[src/sv/tsr_pkg.sv]
// Package: widths, payload structs, codes and handshake structs for the scanline rasterizer.
`default_nettype none
package tsr_pkg;

   localparam int COORD_BITS = 11;
   localparam int FRAC_BITS  = 16;
   localparam int COLOR_BITS = 32;

   // Edge position: signed, FRAC_BITS fraction bits, headroom for one step past an edge end
   localparam int POS_W = COORD_BITS + FRAC_BITS + 2;
   // Divider dividend covers both the split product and a shifted x difference
   localparam int DIV_W = (2 * COORD_BITS > COORD_BITS + FRAC_BITS) ?
                          2 * COORD_BITS : COORD_BITS + FRAC_BITS;
   localparam int NUM_W = DIV_W + 2;
   localparam int RES_W = DIV_W + 1;
   localparam int CNT_W = $clog2(DIV_W + 1);

   typedef struct packed {
      logic                  mode;
      logic [COORD_BITS-1:0] ax;
      logic [COORD_BITS-1:0] ay;
      logic [COORD_BITS-1:0] bx;
      logic [COORD_BITS-1:0] by_coord;
      logic [COORD_BITS-1:0] cx;
      logic [COORD_BITS-1:0] cy;
      logic [COLOR_BITS-1:0] fill_color;
   } req_type;

   typedef struct packed {
      logic [COORD_BITS-1:0] span_y;
      logic [COORD_BITS-1:0] span_xa;
      logic [COORD_BITS-1:0] span_xb;
      logic [COLOR_BITS-1:0] span_color;
      logic                  last_span;
   } rsp_type;

   typedef enum logic {
      CMD_LOAD,
      CMD_STEP
   } cmd_type;

   typedef struct packed {
      cmd_type cmd;
      req_type item;
   } entry_type;

   typedef enum logic [1:0] {
      PH_IDLE,
      PH_BOTTOM,
      PH_BOTTOM_THEN_TOP,
      PH_TOP
   } phase_type;

   typedef enum logic [1:0] {
      SH_FLAT_BOTTOM,
      SH_FLAT_TOP,
      SH_GENERAL
   } shape_type;

   typedef enum logic [2:0] {
      OP_X4,
      OP_SA,
      OP_SB,
      OP_UA,
      OP_UB
   } op_type;

   typedef enum logic [1:0] {
      ST_READY,
      ST_OPER,
      ST_LAUNCH,
      ST_WAIT
   } state_type;

   typedef struct packed {
      logic                  start;
      logic [DIV_W-1:0]      dividend;
      logic [COORD_BITS-1:0] divisor;
   } div_req_type;

   typedef struct packed {
      logic             done;
      logic [DIV_W-1:0] quotient;
      logic             rem_nz;
   } div_rsp_type;

endpackage
`default_nettype wire

[src/sv/triangle_scanline_rasterizer_unit.sv]
// Top level: triangle scanline rasterizer with a queued front end and a set-up/walk back end.
`default_nettype none
// A load transfer (mode 0) takes three vertices and a color; the back end then sorts
// the vertices by y and works out the split point and the Q16 inverse edge slopes on
// a shared restoring divider that yields one quotient bit per cycle. A load of nonzero
// height needs two or five divisions, and step transfers queued behind it wait; a
// zero-height triangle needs no division. Each step transfer (mode 1) then yields one
// span per cycle while the response side takes them, set by the single-entry output
// register and one add per edge. A step with no triangle in progress yields nothing.
// A two-entry queue lets the request side keep transferring while the back end is busy.
module triangle_scanline_rasterizer_unit
   import tsr_pkg::*;
(
   input  wire logic    clock,
   input  wire logic    reset,
   input  wire logic    req_valid,
   output logic         req_ready,
   input  wire req_type req_data,
   output logic         rsp_valid,
   input  wire logic    rsp_ready,
   output rsp_type      rsp_data
);

   logic        head_valid;
   entry_type   head;
   logic        pop;
   div_req_type div_req;
   div_rsp_type div_rsp;

   tsr_front u_front (
      .clock      (clock),
      .reset      (reset),
      .req_valid  (req_valid),
      .req_ready  (req_ready),
      .req_data   (req_data),
      .head_valid (head_valid),
      .head       (head),
      .pop        (pop)
   );

   tsr_div u_div (
      .clock (clock),
      .reset (reset),
      .req   (div_req),
      .rsp   (div_rsp)
   );

   tsr_back u_back (
      .clock      (clock),
      .reset      (reset),
      .head_valid (head_valid),
      .head       (head),
      .pop        (pop),
      .div_req    (div_req),
      .div_rsp    (div_rsp),
      .rsp_valid  (rsp_valid),
      .rsp_ready  (rsp_ready),
      .rsp_data   (rsp_data)
   );

endmodule
`default_nettype wire

[src/sv/tsr_front.sv]
// Front end: accepts request transfers, tags them as load or step, and queues them.
`default_nettype none
module tsr_front
   import tsr_pkg::*;
(
   input  wire logic      clock,
   input  wire logic      reset,
   input  wire logic      req_valid,
   output logic           req_ready,
   input  wire req_type   req_data,
   output logic           head_valid,
   output entry_type      head,
   input  wire logic      pop
);

   entry_type  queue_ff [2];
   logic       wr_ptr_ff, wr_ptr_in;
   logic       rd_ptr_ff, rd_ptr_in;
   logic [1:0] count_ff, count_in;
   logic       push;
   logic       do_pop;
   entry_type  tagged_item;

   assign req_ready  = (count_ff != 2'd2);
   assign head_valid = (count_ff != 2'd0);
   assign head       = queue_ff[rd_ptr_ff];
   assign push       = req_valid && req_ready;
   assign do_pop     = pop && head_valid;

   // Classify the item by its mode bit
   always_comb begin
      tagged_item.item = req_data;
      tagged_item.cmd  = req_data.mode ? CMD_STEP : CMD_LOAD;
   end

   // Advance pointers and occupancy
   always_comb begin
      wr_ptr_in = push   ? ~wr_ptr_ff : wr_ptr_ff;
      rd_ptr_in = do_pop ? ~rd_ptr_ff : rd_ptr_ff;
      count_in  = count_ff;
      if (push && !do_pop) begin
         count_in = count_ff + 2'd1;
      end else if (do_pop && !push) begin
         count_in = count_ff - 2'd1;
      end
   end

   always_ff @(posedge clock) begin
      if (reset) begin
         wr_ptr_ff <= 1'b0;
         rd_ptr_ff <= 1'b0;
         count_ff  <= 2'd0;
      end else begin
         wr_ptr_ff <= wr_ptr_in;
         rd_ptr_ff <= rd_ptr_in;
         count_ff  <= count_in;
      end
   end

   // Write the queue entry
   always_ff @(posedge clock) begin
      if (push) begin
         queue_ff[wr_ptr_ff] <= tagged_item;
      end
   end

endmodule
`default_nettype wire

[src/sv/tsr_div.sv]
// Restoring divider: unsigned dividend by unsigned divisor, one quotient bit per cycle.
`default_nettype none
module tsr_div
   import tsr_pkg::*;
(
   input  wire logic        clock,
   input  wire logic        reset,
   input  wire div_req_type req,
   output div_rsp_type      rsp
);

   logic [COORD_BITS-1:0] den_ff, den_in;
   logic [COORD_BITS:0]   rem_ff, rem_in;
   logic [DIV_W-1:0]      quo_ff, quo_in;
   logic [CNT_W-1:0]      cnt_ff, cnt_in;
   logic                  busy_ff, busy_in;
   logic [COORD_BITS:0]   shifted;
   logic                  fits;

   // One restoring step
   always_comb begin
      shifted = {rem_ff[COORD_BITS-1:0], quo_ff[DIV_W-1]};
      fits    = (shifted >= {1'b0, den_ff});
      den_in  = den_ff;
      rem_in  = rem_ff;
      quo_in  = quo_ff;
      cnt_in  = cnt_ff;
      busy_in = busy_ff;
      if (req.start) begin
         den_in  = req.divisor;
         rem_in  = '0;
         quo_in  = req.dividend;
         cnt_in  = CNT_W'(DIV_W);
         busy_in = 1'b1;
      end else if (busy_ff) begin
         if (cnt_ff != '0) begin
            rem_in = fits ? (shifted - {1'b0, den_ff}) : shifted;
            quo_in = {quo_ff[DIV_W-2:0], fits};
            cnt_in = cnt_ff - CNT_W'(1);
         end else begin
            busy_in = 1'b0;
         end
      end
   end

   always_ff @(posedge clock) begin
      if (reset) begin
         busy_ff <= 1'b0;
         cnt_ff  <= '0;
      end else begin
         busy_ff <= busy_in;
         cnt_ff  <= cnt_in;
      end
   end

   always_ff @(posedge clock) begin
      den_ff <= den_in;
      rem_ff <= rem_in;
      quo_ff <= quo_in;
   end

   assign rsp.done     = busy_ff && (cnt_ff == '0);
   assign rsp.quotient = quo_ff;
   assign rsp.rem_nz   = (rem_ff != '0);

endmodule
`default_nettype wire

[src/sv/tsr_back.sv]
// Back end: triangle set-up sequencer, edge walkers and span output register.
`default_nettype none
module tsr_back
   import tsr_pkg::*;
(
   input  wire logic        clock,
   input  wire logic        reset,
   input  wire logic        head_valid,
   input  wire entry_type   head,
   output logic             pop,
   output div_req_type      div_req,
   input  wire div_rsp_type div_rsp,
   output logic             rsp_valid,
   input  wire logic        rsp_ready,
   output rsp_type          rsp_data
);

   localparam logic [COORD_BITS-1:0] CMAX = '1;

   state_type state_ff, state_in;
   phase_type phase_ff, phase_in;
   shape_type shape_ff;
   op_type    op_ff;

   logic [COORD_BITS-1:0] x1_ff, y1_ff, x2_ff, y2_ff, x3_ff, y3_ff, x4_ff;
   logic [COORD_BITS-1:0] cur_row_ff, stop_row_ff;
   logic [COORD_BITS-1:0] up_start_row_ff, up_stop_row_ff;
   logic signed [POS_W-1:0] pos_a_ff, pos_b_ff, slope_a_ff, slope_b_ff;
   logic signed [POS_W-1:0] up_slope_a_ff, up_slope_b_ff;
   logic [COLOR_BITS-1:0] color_ff;
   logic signed [NUM_W-1:0] num_ff;
   logic [COORD_BITS-1:0]   den_ff;
   logic                    floor_ff;
   logic                    out_valid_ff;
   rsp_type                 out_ff;

   // Sorted vertices of the head item
   logic [COORD_BITS-1:0] sx [3];
   logic [COORD_BITS-1:0] sy [3];
   logic [COORD_BITS-1:0] tx, ty;

   // Operand selection
   logic signed [COORD_BITS:0] sel_dx;
   logic [COORD_BITS-1:0]      sel_dy;
   logic                       op_last;
   logic signed [2*COORD_BITS+1:0] prod;
   logic signed [NUM_W-1:0]    sel_num;
   logic signed [NUM_W-1:0]    num_abs;
   logic signed [RES_W-1:0]    res;

   logic out_free, step_go, load_go, at_end;

   // Stable sort by y
   always_comb begin
      tx = '0;
      ty = '0;
      sx[0] = head.item.ax; sy[0] = head.item.ay;
      sx[1] = head.item.bx; sy[1] = head.item.by_coord;
      sx[2] = head.item.cx; sy[2] = head.item.cy;
      if (sy[0] > sy[1]) begin
         tx = sx[0]; ty = sy[0];
         sx[0] = sx[1]; sy[0] = sy[1]; sx[1] = tx; sy[1] = ty;
      end
      if (sy[1] > sy[2]) begin
         tx = sx[1]; ty = sy[1];
         sx[1] = sx[2]; sy[1] = sy[2]; sx[2] = tx; sy[2] = ty;
         if (sy[0] > sy[1]) begin
            tx = sx[0]; ty = sy[0];
            sx[0] = sx[1]; sy[0] = sy[1]; sx[1] = tx; sy[1] = ty;
         end
      end
   end

   // Pick numerator and denominator of the current set-up division
   always_comb begin
      sel_dx = '0;
      sel_dy = '0;
      unique case (op_ff)
         OP_X4: begin
            sel_dx = $signed({1'b0, x3_ff}) - $signed({1'b0, x1_ff});
            sel_dy = y3_ff - y1_ff;
         end
         OP_SA: begin
            if (shape_ff == SH_FLAT_TOP) begin
               sel_dx = $signed({1'b0, x3_ff}) - $signed({1'b0, x1_ff});
               sel_dy = y3_ff - y1_ff;
            end else begin
               sel_dx = $signed({1'b0, x2_ff}) - $signed({1'b0, x1_ff});
               sel_dy = y2_ff - y1_ff;
            end
         end
         OP_SB: begin
            unique case (shape_ff)
               SH_FLAT_BOTTOM: begin
                  sel_dx = $signed({1'b0, x3_ff}) - $signed({1'b0, x1_ff});
                  sel_dy = y3_ff - y1_ff;
               end
               SH_FLAT_TOP: begin
                  sel_dx = $signed({1'b0, x3_ff}) - $signed({1'b0, x2_ff});
                  sel_dy = y3_ff - y2_ff;
               end
               SH_GENERAL: begin
                  sel_dx = $signed({1'b0, x4_ff}) - $signed({1'b0, x1_ff});
                  sel_dy = y2_ff - y1_ff;
               end
               default: begin
                  sel_dx = '0;
                  sel_dy = '0;
               end
            endcase
         end
         OP_UA: begin
            sel_dx = $signed({1'b0, x3_ff}) - $signed({1'b0, x2_ff});
            sel_dy = y3_ff - y2_ff;
         end
         OP_UB: begin
            sel_dx = $signed({1'b0, x3_ff}) - $signed({1'b0, x4_ff});
            sel_dy = y3_ff - y2_ff;
         end
         default: begin
            sel_dx = '0;
            sel_dy = '0;
         end
      endcase
      op_last = (shape_ff == SH_GENERAL) ? (op_ff == OP_UB) : (op_ff == OP_SB);
      prod    = $signed({1'b0, y2_ff - y1_ff}) * sel_dx;
      sel_num = (op_ff == OP_X4) ? NUM_W'(prod) : (NUM_W'(sel_dx) <<< FRAC_BITS);
   end

   // Divider launch and signed result
   always_comb begin
      num_abs          = num_ff[NUM_W-1] ? -num_ff : num_ff;
      div_req.start    = (state_ff == ST_LAUNCH);
      div_req.dividend = num_abs[DIV_W-1:0];
      div_req.divisor  = den_ff;
      res = $signed({1'b0, div_rsp.quotient});
      if (num_ff[NUM_W-1]) begin
         res = -res;
         if (floor_ff && div_rsp.rem_nz) begin
            res = res - RES_W'(1);
         end
      end
   end

   function automatic logic [COORD_BITS-1:0] pos_floor(input logic signed [POS_W-1:0] p);
      logic [POS_W-FRAC_BITS-1:0] v;
      v = p[POS_W-1:FRAC_BITS];
      if (p[POS_W-1]) begin
         return '0;
      end
      if (v > (POS_W-FRAC_BITS)'(CMAX)) begin
         return CMAX;
      end
      return v[COORD_BITS-1:0];
   endfunction

   assign out_free = !out_valid_ff || rsp_ready;
   assign at_end   = (cur_row_ff == stop_row_ff);

   // Next state
   always_comb begin
      state_in = state_ff;
      unique case (state_ff)
         ST_READY:  state_in = load_go ? ST_OPER : ST_READY;
         ST_OPER: begin
            if (sel_dy == '0) begin
               state_in = op_last ? ST_READY : ST_OPER;
            end else begin
               state_in = ST_LAUNCH;
            end
         end
         ST_LAUNCH: state_in = ST_WAIT;
         ST_WAIT: begin
            if (div_rsp.done) begin
               state_in = op_last ? ST_READY : ST_OPER;
            end
         end
         default:   state_in = ST_READY;
      endcase
   end

   // Control strobes
   always_comb begin
      pop           = 1'b0;
      load_go       = 1'b0;
      step_go       = 1'b0;
      unique case (state_ff)
         ST_READY: begin
            if (head_valid) begin
               if (head.cmd == CMD_LOAD) begin
                  pop     = 1'b1;
                  load_go = 1'b1;
               end else if (phase_ff == PH_IDLE) begin
                  pop = 1'b1;
               end else if (out_free) begin
                  pop     = 1'b1;
                  step_go = 1'b1;
               end
            end
         end
         ST_LAUNCH, ST_OPER, ST_WAIT: pop = 1'b0;
         default: pop = 1'b0;
      endcase
   end

   // Walk phase
   always_comb begin
      phase_in = phase_ff;
      if (load_go) begin
         if (sy[1] == sy[2]) begin
            phase_in = PH_BOTTOM;
         end else if (sy[0] == sy[1]) begin
            phase_in = PH_TOP;
         end else begin
            phase_in = PH_BOTTOM_THEN_TOP;
         end
      end else if (step_go && at_end) begin
         phase_in = (phase_ff == PH_BOTTOM_THEN_TOP) ? PH_TOP : PH_IDLE;
      end
   end

   always_ff @(posedge clock) begin
      if (reset) begin
         state_ff     <= ST_READY;
         phase_ff     <= PH_IDLE;
         out_valid_ff <= 1'b0;
      end else begin
         state_ff <= state_in;
         phase_ff <= phase_in;
         if (step_go) begin
            out_valid_ff <= 1'b1;
         end else if (rsp_ready) begin
            out_valid_ff <= 1'b0;
         end
      end
   end

   // Set-up, edge walk and output datapath
   always_ff @(posedge clock) begin
      if (load_go) begin
         x1_ff    <= sx[0]; y1_ff <= sy[0];
         x2_ff    <= sx[1]; y2_ff <= sy[1];
         x3_ff    <= sx[2]; y3_ff <= sy[2];
         color_ff <= head.item.fill_color;
         if (sy[1] == sy[2]) begin
            shape_ff    <= SH_FLAT_BOTTOM;
            op_ff       <= OP_SA;
            pos_a_ff    <= POS_W'({sx[0], {FRAC_BITS{1'b0}}});
            pos_b_ff    <= POS_W'({sx[0], {FRAC_BITS{1'b0}}});
            cur_row_ff  <= sy[0];
            stop_row_ff <= sy[1];
         end else if (sy[0] == sy[1]) begin
            shape_ff    <= SH_FLAT_TOP;
            op_ff       <= OP_SA;
            pos_a_ff    <= POS_W'({sx[2], {FRAC_BITS{1'b0}}});
            pos_b_ff    <= POS_W'({sx[2], {FRAC_BITS{1'b0}}});
            cur_row_ff  <= sy[2];
            stop_row_ff <= sy[0] + COORD_BITS'(1);
         end else begin
            shape_ff        <= SH_GENERAL;
            op_ff           <= OP_X4;
            pos_a_ff        <= POS_W'({sx[0], {FRAC_BITS{1'b0}}});
            pos_b_ff        <= POS_W'({sx[0], {FRAC_BITS{1'b0}}});
            cur_row_ff      <= sy[0];
            stop_row_ff     <= sy[1];
            up_start_row_ff <= sy[2];
            up_stop_row_ff  <= sy[1] + COORD_BITS'(1);
         end
      end

      // Latch operands, or store a zero slope for a flat edge
      if (state_ff == ST_OPER) begin
         num_ff   <= sel_num;
         den_ff   <= sel_dy;
         floor_ff <= (op_ff == OP_X4);
         if (sel_dy == '0) begin
            unique case (op_ff)
               OP_SA:   slope_a_ff    <= '0;
               OP_SB:   slope_b_ff    <= '0;
               OP_UA:   up_slope_a_ff <= '0;
               OP_UB:   up_slope_b_ff <= '0;
               OP_X4:   x4_ff         <= x1_ff;
               default: x4_ff         <= x1_ff;
            endcase
            op_ff <= op_type'(op_ff + 3'd1);
         end
      end

      // Store the division result and advance
      if (state_ff == ST_WAIT && div_rsp.done) begin
         unique case (op_ff)
            OP_X4:   x4_ff         <= x1_ff + res[COORD_BITS-1:0];
            OP_SA:   slope_a_ff    <= POS_W'(res);
            OP_SB:   slope_b_ff    <= POS_W'(res);
            OP_UA:   up_slope_a_ff <= POS_W'(res);
            OP_UB:   up_slope_b_ff <= POS_W'(res);
            default: x4_ff         <= x4_ff;
         endcase
         op_ff <= op_type'(op_ff + 3'd1);
      end

      // Emit one span and step both edges, or reload them for the top part at the split row
      if (step_go) begin
         out_ff.span_y     <= cur_row_ff;
         out_ff.span_xa    <= pos_floor(pos_a_ff);
         out_ff.span_xb    <= pos_floor(pos_b_ff);
         out_ff.span_color <= color_ff;
         out_ff.last_span  <= at_end && (phase_ff != PH_BOTTOM_THEN_TOP);
         if (phase_ff == PH_TOP) begin
            pos_a_ff <= pos_a_ff - slope_a_ff;
            pos_b_ff <= pos_b_ff - slope_b_ff;
            if (!at_end) begin
               cur_row_ff <= cur_row_ff - COORD_BITS'(1);
            end
         end else if (!at_end) begin
            pos_a_ff   <= pos_a_ff + slope_a_ff;
            pos_b_ff   <= pos_b_ff + slope_b_ff;
            cur_row_ff <= cur_row_ff + COORD_BITS'(1);
         end else if (phase_ff == PH_BOTTOM_THEN_TOP) begin
            pos_a_ff    <= POS_W'({x3_ff, {FRAC_BITS{1'b0}}});
            pos_b_ff    <= POS_W'({x3_ff, {FRAC_BITS{1'b0}}});
            slope_a_ff  <= up_slope_a_ff;
            slope_b_ff  <= up_slope_b_ff;
            cur_row_ff  <= up_start_row_ff;
            stop_row_ff <= up_stop_row_ff;
         end else begin
            pos_a_ff <= pos_a_ff + slope_a_ff;
            pos_b_ff <= pos_b_ff + slope_b_ff;
         end
      end
   end

   assign rsp_valid = out_valid_ff;
   assign rsp_data  = out_ff;

endmodule
`default_nettype wire

[config.mk]
export PLATFORM = sky130hd
export DESIGN_NAME = triangle_scanline_rasterizer_unit
export DESIGN_NICKNAME = d
export VERILOG_FILES = /design/src/sv/tsr_pkg.sv /design/src/sv/triangle_scanline_rasterizer_unit.sv /design/src/sv/tsr_front.sv /design/src/sv/tsr_div.sv /design/src/sv/tsr_back.sv
export SDC_FILE = /design/constraint.sdc
export NUM_CORES = 2
export LEC_CHECK = 0
export ABC_CLOCK_PERIOD_IN_PS = 9100
export BUFFER_PORTS_ARGS = -buffer_cell sky130_fd_sc_hd__buf_2
export CAP_MARGIN = 10
export CORE_MARGIN = 5
export CORE_UTILIZATION = 64
export DETAILED_ROUTE_END_ITERATION = 8
export PLACE_DENSITY = 0.82
export REMOVE_ABC_BUFFERS = 1
export SLEW_MARGIN = 10
export SYNTH_ARGS = -nofsm -noshare
export SYNTH_HDL_FRONTEND = slang
export SYNTH_SLANG_ARGS = --single-unit
[constraint.sdc]
create_clock -name clock -period 9.1 [get_ports clock]
set_input_delay 0.455 -clock clock [delete_from_list [all_inputs] [get_ports clock]]
set_output_delay 0.455 -clock clock [all_outputs]
set_load 0.05 [all_outputs]
**Word level (Yosys, flattened, before mapping)**

Memory sizes are Yosys's and may differ from the RTL's. A register that Yosys moved wholly into a read port is not among the register bits.
Cells that the tools add are included.

- Register bits after elaboration: 504
- Memory bits (writable): 200
- Input bits: 103
- Word-level logic and storage cells: 273
- Memories: 1

Memories:

| memory | words | bits a word | rd ports | clocked after Yosys merged registers in | write ports | line | RTL |
|---|---|---|---|---|---|---|---|
| u_front.queue_ff | 2 | 100 | 1 | 1 | 1 | tsr_front.sv:16 | `entry_type queue_ff [2];` |

- Add/subtract/negate cells: 25
- Multiply operators: 1
- Order comparisons: 6
- Equality and inequality tests: 18
- Multiplexer cells: 142
- Bitwise operators: 4
- Reductions and logical operators: 35

Operators by type and width:

| operator | count |
|---|---|
| 29-bit 2-to-1 mux | 39 |
| 11-bit 2-to-1 mux | 28 |
| 27-bit 2-to-1 mux | 5 |
| 22-bit 2-to-1 mux | 4 |
| 33-bit 2-to-1 mux | 2 |
| 12-bit case mux with 5 select lines | 1 |
| 11-bit by 11-bit subtractor with 12-bit output | 5 |
| 29-bit adder | 2 |
| 29-bit subtractor | 2 |
| 28-bit 2-to-1 mux | 2 |
| 11-bit case mux with 4 select lines | 1 |
| 1-bit 2-to-1 mux | 36 |
| 12-bit case mux with 3 select lines | 1 |
| 11-bit by 1-bit adder with 11-bit output, second input constant | 3 |
| 11-bit == test | 3 |
| 11-bit > comparator | 3 |
| 11-bit case mux with 3 select lines | 1 |
| 11-bit subtractor | 3 |
| 27-bit negator with 28-bit output | 1 |
| 28-bit by 2-bit subtractor with 28-bit output, second input constant | 1 |
| 27-bit negator | 1 |
| 13-bit by 11-bit > comparator with 1-bit output, second input constant | 2 |
| 12-bit by 12-bit multiplier with 24-bit output | 1 |
| 12-bit 2-to-1 mux | 2 |
| other kinds (38) | 82 |

**Depth between registers and ports, before layout**

- Depth after elaboration: 13
- Depth in mapped cells: 36
- Depth with buffers taken out: 35

**Cells and area by module**

Synthesis repeated with hierarchy kept, for this count alone.

- Cell total of the unflattened synthesis: 4892
- Area total of the unflattened synthesis: 47611.9 um^2

By module, submodules not included:

| module | times used | cells each | area an instance (um^2) |
|---|---|---|---|
| tsr_back | 1 | 4295 | 37233.2 |
| tsr_front | 1 | 333 | 7402.1 |
| tsr_div | 1 | 264 | 2976.6 |

**Worst setup path before layout**

OpenSTA, ideal clock, no wires.

- Kind: register to register
- From: register u_back.x3_ff[0]
- To: register u_back.num_ff[21] (data pin)
- Data arrival time: 7.542 ns
- Data required time: 8.831 ns
- Path slack: 1.289 ns
- Stages on the path, launching flop included: 36
- Period minus slack after synthesis: 7.811 ns
- Cell sequence: edfxtp_1 inv_1 ha_1 inv_1 fa_1 a21o_1 a21o_1 a21o_1 a21oi_1 nor2_1 a211oi_1 o21ai_0 xnor2_1 o22ai_1 a211o_1 and2_1 clkbuf_1 nand2_1 fa_1 fa_1 inv_1 fa_1 fa_1 inv_1 fa_1 inv_1 ha_1 a21o_1 a31oi_1 o21ai_0 o41ai_1 o21ai_0 o21a_1 nor2_1 xnor2_1 o21ai_0

- Cells in the longest elaborated chain, start to end: 5

Ends and longest elaborated chain:

| item | line | RTL |
|---|---|---|
| start, declared | tsr_back.sv:25 | `logic [COORD_BITS-1:0] x1_ff, y1_ff, x2_ff, y2_ff, x3_ff, y3_ff, x4_ff;` |
| start signal, assigned | tsr_back.sv:243 | `x3_ff <= sx[2]; y3_ff <= sy[2];` |
| 11-bit by 11-bit subtractor with 12-bit output, on equally long branches | - |  |
| 12-bit case mux with 3 select lines or 12-bit 2-to-1 mux (tied branches) | tsr_back.sv:93, tsr_back.sv:84 |  |
| 12-bit case mux with 5 select lines * | tsr_back.sv:78 | `unique case (op_ff)` |
| 12-bit by 12-bit multiplier with 24-bit output | tsr_back.sv:126 | `prod = $signed({1'b0, y2_ff - y1_ff}) * sel_dx;` |
| 29-bit 2-to-1 mux * | tsr_back.sv:127 | `sel_num = (op_ff == OP_X4) ? NUM_W'(prod) : (NUM_W'(sel_dx) <<< FRAC_BITS);` |
| net u_back.sel_num[21] | tsr_back.sv:47 | `logic signed [NUM_W-1:0] sel_num;` |
| end signal, assigned | tsr_back.sv:273 | `num_ff <= sel_num;` |
| end, declared | tsr_back.sv:31 | `logic signed [NUM_W-1:0] num_ff;` |

Mark *: on every way through the listed nets, which the timed path passes. The rest lies on a longest branch.
A chain may end at the register's enable or synchronous reset.

**Final worst setup path**

- From: register u_back.x3_ff[1]
- To: register u_back.num_ff[22] (data pin)

Same word-level chain as after synthesis.

==> results.yml <==
grt:
  antenna_found_initial: 6
  grt_pass1_wl_um: 209000
  grt_pass1_vias: 37845
  grt_usage_pct: 33.2
  overflow: 0
  grt_max_degree: 75
yosys:
  synth_top_area_cell: "edfxtp_1"
  ys_warn_count: 0
  synthArstFlopShare_pct: 0
  synth.distinct_cells: 102
  ys.flop_type: "edfxtp_1"
  synthTopCellsByArea: "edfxtp_1 (36%), ha_1 (9.0%), dfxtp_1 (5.9%)"
  ys_ff_latch: 702
  synth_area_per_cell_um2: 9.72
  yosysMostFrequentCell: "edfxtp_1"
  yosysTopAreaCellShare_pct: 35.9
  ys_top_cells_by_count: "edfxtp_1 (563), nor2_1 (475), nand2_1 (402)"
  seq_area_frac_synth_pct: 41.8
  synthesis.area_mm2: 0.0471
  synth-edff-count: 563
  synthCells: 4843
drt:
  vias: 39343
  dr.pass1.iters: 8
  wl_per_cell_um: 22.3
  wl_um: 135000
  drt_iter0_drc: 4463
  final_antenna_net_count: 0
  drc: 0
  via_per_inst: 6.49
timing:
  period_needed_ps: 8400
  fin_crit_sh_pct: 92.3
  rsz0062_at_grt: "false"
  layout_setup_ws_ps: 700
  slew_headroom_pct: 16.3
  skew_ps: 62.7
  hold_viol: 0
  drv_slew: 0
  max_slew.worst_pin.slew_ps: 1250
  max_freq_mhz: 119
  finalSetupViolations: 0
cts:
  cts_num_sinks: 702
  htreeDepth: 3
  cts_tree: "built"
  clk_path_buf_depth: 3
  clkTransAtPathRegs_ps: 60
  clk_latency_ps: 680
  cts_buffers: 76
  clockRootBuffer: "clkbuf_16"
  cts_setup_buffers: 0
worst_hold_path:
  hold_end: "u_back.rsp_valid$_SDFFE_PP0P_"
  min-delay-start: "rsp_ready"
  hp-class: "input port to register"
  hold_depth: 3
setup_path:
  r2r_start: "u_back.x3_ff[1]$_DFFE_PP_"
  cp_max_fo: 8
  r2r_setup_slack_ps: 700
  required_ps: 9460
  crit_type: "register to register"
  worst_ep_arrival_time_ps: 8760
  r2r_cells: 31
  start_kind: "register"
  max_stage_delay_ps: 590
  r2r-end: "u_back.num_ff[22]$_DFFE_PP_"
  crit_path_end_kind: "register"
  cp_slowest_cell: "or4_1"
run_status:
  status: "complete, no violations"
floorplan:
  ioPinCount: 171
  die_h_um: 281
  design.core.area_mm2: 0.0730
  die_area_mm2: 0.0791
  die_w_um: 281
  initial_core_util_pct: 64.5
  rows: 99
flow_run:
  cap_violations: 0
place:
  hpwl_um: 93900
  io_buffer_count: 170
  dp_slack_ps: 873
  gp_congestion: 1.00
layout:
  drive_gt1_share_pct: 10.4
  num-fill-cells: 5211
  n_antenna_cell: 0
  final_nets: 5589
  final_core_util_pct: 71.9
  syn_to_final_growth_pct: 11.4
-- layout make-up --
class / count / area (um^2) / area share [%]
multi-input combinational: 3515 / 25000 / 47.8
tap: 959 / 1200 / 2.29
inverter: 393 / 1480 / 2.82
timing repair buffer: 354 / 2490 / 4.75
clock buffer: 102 / 2100 / 4.01
clock inverter: 37 / 432 / 0.823
sequential: 702 / 19700 / 37.6
-- registers in the layout, summed over array words and instances (netlist names), 12 cells and up, named ones only --
| register | count |
|---|---|
| u_front.queue_ff | 198 |
| u_back.rsp_data | 66 |
| u_back.color_ff | 32 |
| u_back.pos_a_ff | 29 |
| u_back.pos_b_ff | 29 |
| u_back.slope_a_ff | 29 |
| u_back.slope_b_ff | 29 |
| u_back.num_ff | 28 |
| u_div.quo_ff | 27 |
| u_back.up_slope_a_ff | 14 |
| u_back.up_slope_b_ff | 14 |
| u_div.rem_ff | 12 |
-- worst max-delay path: cells and delay by family, from the launching register on --
family                   cells  cell delay [ps]
AO/OA/AOI/OAI               12             2060
flip-flops                   1              560
AND/OR/NAND/NOR              6             1830
buffers and inverters        5              420
adder cells (fa/ha/maj)      7             3110
XOR/XNOR                     1              140
-- cells by family (layout without fill, tap and decap cells) --
family                     Yosys count  after routing  synth area share [%]
DFF                                702            702                  41.8
buffers and inverters              626            886                  5.18
xor gates and xnor gates           237            237                  4.43
muxes                              160            160                  3.60
and+or+nand+nor                   1358           1358                  13.3
AOI/OAI and AO/OA                 1316           1316                  18.2
adders and majority gates          444            444                  13.5
-- layout by cell type (no fill, tap or decap), types with 84 or more instances in the layout --
cell | synthesis | layout
mux2i_1 | 86 | 86
nor2_1 | 475 | 472
ha_1 | 339 | 339
buf_4 | 4 | 84
dlygate4sd3_1 | 0 | 99
inv_1 | 386 | 385
dfxtp_1 | 139 | 138
xnor2_1 | 155 | 154
buf_2 | 20 | 170
o21ai_0 | 298 | 298
nor3_1 | 100 | 99
nand2_1 | 402 | 400
edfxtp_1 | 563 | 563
a21oi_1 | 337 | 335
fa_1 | 105 | 105
-- per-stage QoR --
stage	hold WS [ps]	area [um^2]	TNS [ps]	cells
2_1_floorplan	400	46100	-488700	4610
3_3_place_gp	401	48900	0	5824
3_5_place_dp	405	48900	0	5824
4_1_cts	137	52400	0	6062
5_1_grt	206	52400	0	6062
6_report	160	52400	0	6062
-- how the worst max path moves through the flow --
stage,start,endpoint,depth (start not counted)
after floorplan,register,u_back.pos_a_ff[18]$_DFFE_PP_,19
after global placement,u_back.x1_ff[1]$_DFFE_PP_,u_back.num_ff[22]$_DFFE_PP_,32
after detailed placement,u_back.x3_ff[0]$_DFFE_PP_,u_back.num_ff[25]$_DFFE_PP_,34
after CTS,u_back.x3_ff[0]$_DFFE_PP_,u_back.num_ff[25]$_DFFE_PP_,34
after global routing,u_back.x3_ff[0]$_DFFE_PP_,u_back.num_ff[25]$_DFFE_PP_,34
final,u_back.x3_ff[1]$_DFFE_PP_,u_back.num_ff[22]$_DFFE_PP_,31
-- metal layers --
metal | track usage (%) | part of all wire [%] | up-vias
met5 | 0 | 0.041 | -
met1 | 43.3 | 39 | 18707
met4 | 16.1 | 5.7 | 8
met2 | 54.5 | 47 | 2167
li1 | - | - | 17982
met3 | 5.43 | 8.7 | 479
-- repair_timing --
action                    4_1_cts  5_1_grt
resized for setup               0        0
hold buffers                   99        0
hold endpoints to repair      198        0
Power is left out: the tool's default activity adds up to more than one toggle a clock period on the data nets, which glitch-free logic cannot reach.
